===== config.mk =====
export PLATFORM = sky130hd
export DESIGN_NAME = awo_ctrl
export DESIGN_NICKNAME = d
export VERILOG_FILES = /design/src/hdl/awo_pkg.sv /design/src/hdl/awo_ctrl.sv
export SDC_FILE = /design/constraint.sdc
export NUM_CORES = 1
export LEC_CHECK = 0
export BUFFER_PORTS_ARGS = -buffer_cell sky130_fd_sc_hd__buf_4
export CORE_MARGIN = 4
export CORE_UTILIZATION = 30
export DETAILED_ROUTE_END_ITERATION = 10
export GPL_ROUTABILITY_DRIVEN = 0
export SLEW_MARGIN = 20
export SYNTH_ARGS = -nofsm -noshare
export SYNTH_HDL_FRONTEND = slang
export SYNTH_SLANG_ARGS = --single-unit

===== constraint.sdc =====
create_clock -name i_clk -period 6.3 [get_ports i_clk]
set_input_delay 1.89 -clock i_clk [delete_from_list [all_inputs] [get_ports i_clk]]
set_output_delay 1.89 -clock i_clk [all_outputs]
set_load 0.005 [all_outputs]

===== src/hdl/awo_pkg.sv =====
// ============================================================================
// awo_pkg
// Shared constants, controller/datapath interface types and the sine ROM
// contents for the additive waveform oscillator.
// ============================================================================
`default_nettype none

package awo_pkg;

    localparam int MAX_HARMONICS    = 64;
    localparam int SINE_TABLE_DEPTH = 1024;
    localparam int SAMPLE_BITS      = 16;

    localparam int ROM_AW = $clog2(SINE_TABLE_DEPTH);     // ROM address bits
    localparam int M_W    = $clog2(2 * MAX_HARMONICS);    // harmonic multiple bits
    localparam int CNT_W  = $clog2(MAX_HARMONICS + 1);    // term counter bits
    localparam int ACC_W  = 34;                           // series accumulator
    localparam int SMP_W  = 35;                           // scaled Q5.30 sample

    localparam logic [63:0] HALF_PI_Q30      = 64'd1686629713;
    localparam logic [30:0] FOUR_OVER_PI_Q30 = 31'd1367130551;
    localparam logic [30:0] TWO_OVER_PI_Q30  = 31'd683565276;

    // waveform codes; code 3 also plays the sawtooth series
    localparam logic [1:0] WAVE_SINE     = 2'd0;
    localparam logic [1:0] WAVE_SQUARE   = 2'd1;
    localparam logic [1:0] WAVE_SAWTOOTH = 2'd2;
    localparam logic [1:0] WAVE_RESERVED = 2'd3;

    typedef enum logic [2:0] {
        CFG_WAVEFORM    = 3'd0,
        CFG_HARMONICS   = 3'd1,
        CFG_VOLUME      = 3'd2,
        CFG_LEFT_GAIN   = 3'd3,
        CFG_TARGET_STEP = 3'd4
    } t_cfg_index;

    typedef struct packed {
        logic start;        // item taken, block_start below is valid
        logic block_start;
        logic phase;        // advance phase, set up series
        logic issue;        // push one harmonic term into the pipe
        logic scale;        // series sum times 4/pi or 2/pi
        logic vol;          // volume multiply
        logic gain;         // gain multiply
        logic load_out;     // saturate into output register
    } t_dp_cmd;

    typedef struct packed {
        logic busy;         // term pipe still holds work
    } t_dp_status;

    // sin(2*pi*i/DEPTH) in Q2.30, Taylor series over the first quadrant
    function automatic logic signed [31:0] rom_entry(int unsigned i);
        logic [63:0]        quarter;
        logic [63:0]        rem;
        logic [63:0]        x;
        logic [63:0]        x2;
        logic [63:0]        term;
        logic signed [63:0] s;
        quarter = (64'(i) * 64'd4) / SINE_TABLE_DEPTH;
        rem     = (64'(i) * 64'd4) % SINE_TABLE_DEPTH;
        x       = (rem * HALF_PI_Q30) / SINE_TABLE_DEPTH;
        if (quarter[0]) begin
            x = HALF_PI_Q30 - x;
        end
        x2   = (x * x) >> 30;
        term = x;
        s    = $signed(x);
        term = ((term * x2) >> 30) / 64'd6;   s = s - $signed(term);
        term = ((term * x2) >> 30) / 64'd20;  s = s + $signed(term);
        term = ((term * x2) >> 30) / 64'd42;  s = s - $signed(term);
        term = ((term * x2) >> 30) / 64'd72;  s = s + $signed(term);
        term = ((term * x2) >> 30) / 64'd110; s = s - $signed(term);
        term = ((term * x2) >> 30) / 64'd156; s = s + $signed(term);
        term = ((term * x2) >> 30) / 64'd210; s = s - $signed(term);
        term = ((term * x2) >> 30) / 64'd272; s = s + $signed(term);
        if (quarter[1]) begin
            s = -s;
        end
        return s[31:0];
    endfunction

endpackage

`default_nettype wire


===== src/hdl/awo_ctrl.sv =====
// ============================================================================
// awo_ctrl
// Sequencer: takes an item, runs the harmonic series through the datapath,
// then the scaling steps, and hands the sample to the output register.
// ============================================================================
`default_nettype none

module awo_ctrl
    import awo_pkg::*;
(
    input  wire logic        i_clk,
    input  wire logic        i_rst_n,
    input  wire logic        i_in_valid,
    input  wire logic        i_block_start,
    output logic             o_in_stall,
    output logic             o_out_valid,
    input  wire logic        i_out_stall,
    input  wire logic [1:0]  i_waveform,
    input  wire logic [6:0]  i_harmonic_count,
    output t_dp_cmd          o_cmd,
    input  wire t_dp_status  i_status
);

    typedef enum logic [7:0] {
        S_IDLE  = 8'b0000_0001,
        S_PHASE = 8'b0000_0010,
        S_TERMS = 8'b0000_0100,
        S_DRAIN = 8'b0000_1000,
        S_SCALE = 8'b0001_0000,
        S_VOL   = 8'b0010_0000,
        S_GAIN  = 8'b0100_0000,
        S_OUT   = 8'b1000_0000
    } t_state;

    t_state             r_state, n_state;
    logic [CNT_W-1:0]   r_cnt, n_cnt;
    logic               r_out_valid, n_out_valid;
    logic [CNT_W-1:0]   n_clamp;
    logic [CNT_W-1:0]   n_total;
    logic               accept;
    logic               load_out;

    // terms in this series
    always_comb begin
        n_clamp = (int'(i_harmonic_count) > MAX_HARMONICS) ? CNT_W'(MAX_HARMONICS)
                                                           : CNT_W'(i_harmonic_count);
        priority if (i_waveform == WAVE_SINE) begin
            n_total = CNT_W'(1);
        end else if (i_waveform == WAVE_SQUARE) begin
            n_total = n_clamp;
        end else begin
            n_total = (n_clamp == '0) ? '0 : n_clamp - 1'b1;
        end
    end

    assign accept   = i_in_valid && (r_state == S_IDLE);
    assign load_out = (r_state == S_OUT) && (!r_out_valid || !i_out_stall);

    always_comb begin
        n_state = r_state;
        n_cnt   = r_cnt;
        unique case (r_state)
            S_IDLE: begin
                if (i_in_valid) begin
                    n_state = S_PHASE;
                end
            end
            S_PHASE: begin
                n_cnt   = '0;
                n_state = (n_total == '0) ? S_DRAIN : S_TERMS;
            end
            S_TERMS: begin
                if (r_cnt == n_total - 1'b1) begin
                    n_state = S_DRAIN;
                    n_cnt   = '0;
                end else begin
                    n_cnt = r_cnt + 1'b1;
                end
            end
            S_DRAIN: begin
                if (!i_status.busy) begin
                    n_state = S_SCALE;
                end
            end
            S_SCALE: n_state = S_VOL;
            S_VOL:   n_state = S_GAIN;
            S_GAIN:  n_state = S_OUT;
            S_OUT: begin
                if (load_out) begin
                    n_state = S_IDLE;
                end
            end
            default: n_state = S_IDLE;
        endcase
    end

    always_comb begin
        n_out_valid = r_out_valid;
        if (r_out_valid && !i_out_stall) begin
            n_out_valid = 1'b0;
        end
        if (load_out) begin
            n_out_valid = 1'b1;
        end
    end

    always_ff @(posedge i_clk) begin
        if (!i_rst_n) begin
            r_state     <= S_IDLE;
            r_cnt       <= '0;
            r_out_valid <= 1'b0;
        end else begin
            r_state     <= n_state;
            r_cnt       <= n_cnt;
            r_out_valid <= n_out_valid;
        end
    end

    always_comb begin
        o_cmd             = '0;
        o_cmd.start       = accept;
        o_cmd.block_start = i_block_start;
        o_cmd.phase       = (r_state == S_PHASE);
        o_cmd.issue       = (r_state == S_TERMS);
        o_cmd.scale       = (r_state == S_SCALE);
        o_cmd.vol         = (r_state == S_VOL);
        o_cmd.gain        = (r_state == S_GAIN);
        o_cmd.load_out    = load_out;
    end

    assign o_in_stall  = (r_state != S_IDLE);
    assign o_out_valid = r_out_valid;

    a_cnt_bound: assert property (@(posedge i_clk) disable iff (!i_rst_n)
        (r_state == S_TERMS) |-> (r_cnt < n_total))
        else $error("term counter ran past series length");

    a_no_overwrite: assert property (@(posedge i_clk) disable iff (!i_rst_n)
        (r_out_valid && i_out_stall) |=> o_out_valid)
        else $error("stalled output item dropped");

    a_accept_seq: assert property (@(posedge i_clk) disable iff (!i_rst_n)
        accept |=> (r_state == S_PHASE))
        else $error("accepted item did not start a sample");

    a_drain_wait: assert property (@(posedge i_clk) disable iff (!i_rst_n)
        ((r_state == S_DRAIN) && i_status.busy) |=> (r_state == S_DRAIN))
        else $error("scaling started while terms still in flight");

endmodule

`default_nettype wire


==> impl_results.md <==
* Outcome: finished, final reports clean
* Clock Sinks at 16
* Worst-path clk slew at 60 ps
* Area added between synthesis and finish at 15.6%
* Worst-Skew Late Latency at 250 ps
* Core outline area at 0.00485 mm^2
* Syn_area_per_cell at 7.71 um^2
* Crit-path max cell delay at 440 ps
* Ant. Diodes at 0
* Clk_skew at 3.53 ps
* Final critical-path required period at 5020 ps
* Worst Setup SP: i_harmonic_count[6]
* Clock root buffer: clkbuf_8
* Sw Share at 0.356
* Final worst-path cycle share at 0.797
* Max Root-Sink Buffers at 2
* All-Layer GR Usage at 0.122
* DIE WIDTH at 79.5 um
* Main synth FF type: dfxtp_1
* Slowest cell on the critical path: o31ai_4
* Mapped cell area at 0.00154 mm^2
* Crit. End Element: register
* Initial antenna violation count at 0
* Internal power at 0.000229 W
* Chip height at 79.5 um
* Final #Nets at 235
* R2R cell count at 8
* Slew HR at 0.441
* Fillers at 505
* Layout cells sized above 1 at 0.194
* Hold path startpoint: o_out_valid
* I/O Pins at 25
* Clock share of power at 0.259
* DRC viols at 0
* Worst-path maximum fanout at 15
* Largest net degree at the start of global routing at 16
* Yosys reg bits at 16
* Final Hold Fails at 0
* CP Data Arrival Time at 5170 ps
* Vias at 1522
* Max Slew Vio Count at 0
* Share of the synthesized area in the top cell type at 0.209
* CTS resizes at 0
* DRT iter0 DRCs at 134
* Most frequent cells in the layout: buf_4 (22), nor2_1 (20), dfxtp_1 (16), nand2_1 (14)
* Synth area leaders: dfxtp_1 (21%), nor2_1 (4.9%), nand2_1 (3.4%)
* Hold depth at 2
* Startpoint Class: input pin
* Register share of total power at 0.336
* Post-DP HPWL at 2820 um
* RR Startpoint: r_state[4]
* Leakage at 0.706 nW
* Fmax at 0.199 GHz
* Register area share after synthesis at 0.209
* Comb power frac at 0.405
* Routed Antenna Nets at 0
* Vias in the first global route at 1398
* Hold WC Path Type: register to register
* Async set or reset register ratio after synthesis at 0
* Number of setup buffers added after CTS at 0
* Num rows at 25
* Post-synth top area cell: dfxtp_1
* WP data required at 6450 ps
* RSZ-0062 raised after global routing: false
* Maxcap violations at 0
* PD cells at 200 mW/mm^2
* Vias per inst at 5.38
* Setup-failing EPs final at 0
* P_sw at 0.000126 W
* First-pass DRT Iterations at 4
* Cts bufs inserted at 3
* Synth cell types at 62
* H-tree depth at 1
* Finished Core Util at 0.366
* Initial Utilization at 0.317
* Area of the die at 0.00633 mm^2
* Mapped Nets at 217
* Hold-fix buffers, CTS at 0
* DR WL/cell at 13.1 um
* Crit Path Class: input pin to register
* CTS tree: built
* Commonest non-fill, non-tap cell in the layout: buf_4
* Yosys warns at 0
* Port Buffer Count at 22
* Critical path cell sequence: buf_4 -> nand2b_4 -> ha_1 -> nor4bb_1 -> nand2_1 -> nand2_1 -> ha_1 -> xnor2_1 -> a2111oi_0 -> o2111ai_1 -> a2111o_1 -> o31ai_4 -> a21bo_1 -> and3_1
* Post-synthesis cell count at 199
* Slew @ Worst Pin at 837 ps
* Setup TNS at 0 ps
* Post-synth EDFFs at 0
* Maximum vdd drop at 0.000125 V
* Wirelength, routed at 3710 um
* Total gr overflow at 0
* First-pass GRT wire length at 6360 um
[stage by stage]
step / power (W) / std cells / setup WS [ps] / hold WS, ps / instance area (um^2)
3_5_place_dp: 0.000263 / 279 / 1060 / 496 / 1720
4_1_cts: 0.000356 / 283 / 1320 / 505 / 1780
6_report: 0.000355 / 283 / 1280 / 500 / 1780
3_3_place_gp: 0.000262 / 279 / 1090 / 492 / 1720
2_1_floorplan: 0.000224 / 199 / 1440 / 488 / 1540
5_1_grt: 0.000380 / 283 / 1030 / 544 / 1780
[per-layer routing]
metal / vias up / part of all wire / global-route usage
met5: - / 0 / 0
met1: 686 / 0.47 / 0.162
met4: 0 / 0.014 / 0.0464
met3: 5 / 0.060 / 0.0135
met2: 48 / 0.46 / 0.203
li1: 783 / - / -
[critical path, delay by kind of cell]
family	cells	cell delay (ps)
AO/OA/AOI/OAI	5	1490
XOR/XNOR	1	120
adder cells (fa/ha/maj)	2	510
buffers and inverters	1	180
AND/OR/NAND/NOR	5	970
[state kept, by name (all words and copies together) (netlist names)]
signal / count
r_state: 8
r_cnt: 7
o_out_valid: 1
[cells by family (layout without fill, tap and decap cells)]
kind of cell               after synthesis  in the layout  share of synthesized area
xor gates and xnor gates                 7              7                     0.0399
AOI/OAI and AO/OA                       46             46                      0.228
DFF                                     16             16                      0.209
buffers and inverters                   18             35                     0.0636
adders and majority gates                3              3                     0.0245
muxes                                    3              3                     0.0212
and+or+nand+nor                        106            106                      0.414
[path summary, 6_finish.rpt]
path / end / slack, ps
setup / recovery: r_state[2] / 1280
hold / removal: o_out_valid / 500
setup reg to reg: r_cnt[5] / 3630
hold reg to reg: o_out_valid / 500
[cell usage after synthesis (all sizes together), types with 2 or more instances]
| library cell | instances |
|---|---|
| nor3 | 9 |
| xnor2 | 6 |
| o211a | 2 |
| nor4 | 7 |
| or3 | 6 |
| mux2 | 2 |
| nor4bb | 2 |
| nor2 | 21 |
| o21ai | 5 |
| nand3b | 2 |
| nand2b | 8 |
| o211ai | 4 |
| or2 | 2 |
| nand4 | 2 |
| nor3b | 5 |
| buf | 7 |
| a31o | 2 |
| nor2b | 5 |
| nand2 | 14 |
| a21oi | 9 |
| nand3 | 9 |
| a22o | 2 |
| inv | 8 |
| and3 | 4 |
| clkbuf | 2 |
| a211oi | 5 |
| ha | 3 |
| dfxtp | 16 |
| nand4b | 2 |
| a21o | 6 |
| o22ai | 2 |
[power groups by stage]
stage,sequential [W],combinational (W),clock [W]
3_3_place_gp,0.000121,0.000141,0
2_1_floorplan,0.000119,0.000105,0
4_1_cts,0.000118,0.000143,0.0000942
3_5_place_dp,0.000121,0.000143,0
6_report,0.000119,0.000144,0.0000919
5_1_grt,0.000120,0.000161,0.0000983
[area by class of cell]
| cell class | count | area (um^2) | area share |
|---|---|---|---|
| flip-flops and latches | 16 | 320 | 0.180 |
| clock buffers | 4 | 55.1 | 0.0310 |
| inverters | 9 | 33.8 | 0.0190 |
| multi-input cells | 165 | 1120 | 0.629 |
| repair buffers | 22 | 165 | 0.0930 |
| well taps | 67 | 83.8 | 0.0472 |
Power figures use the tool's default switching activity.
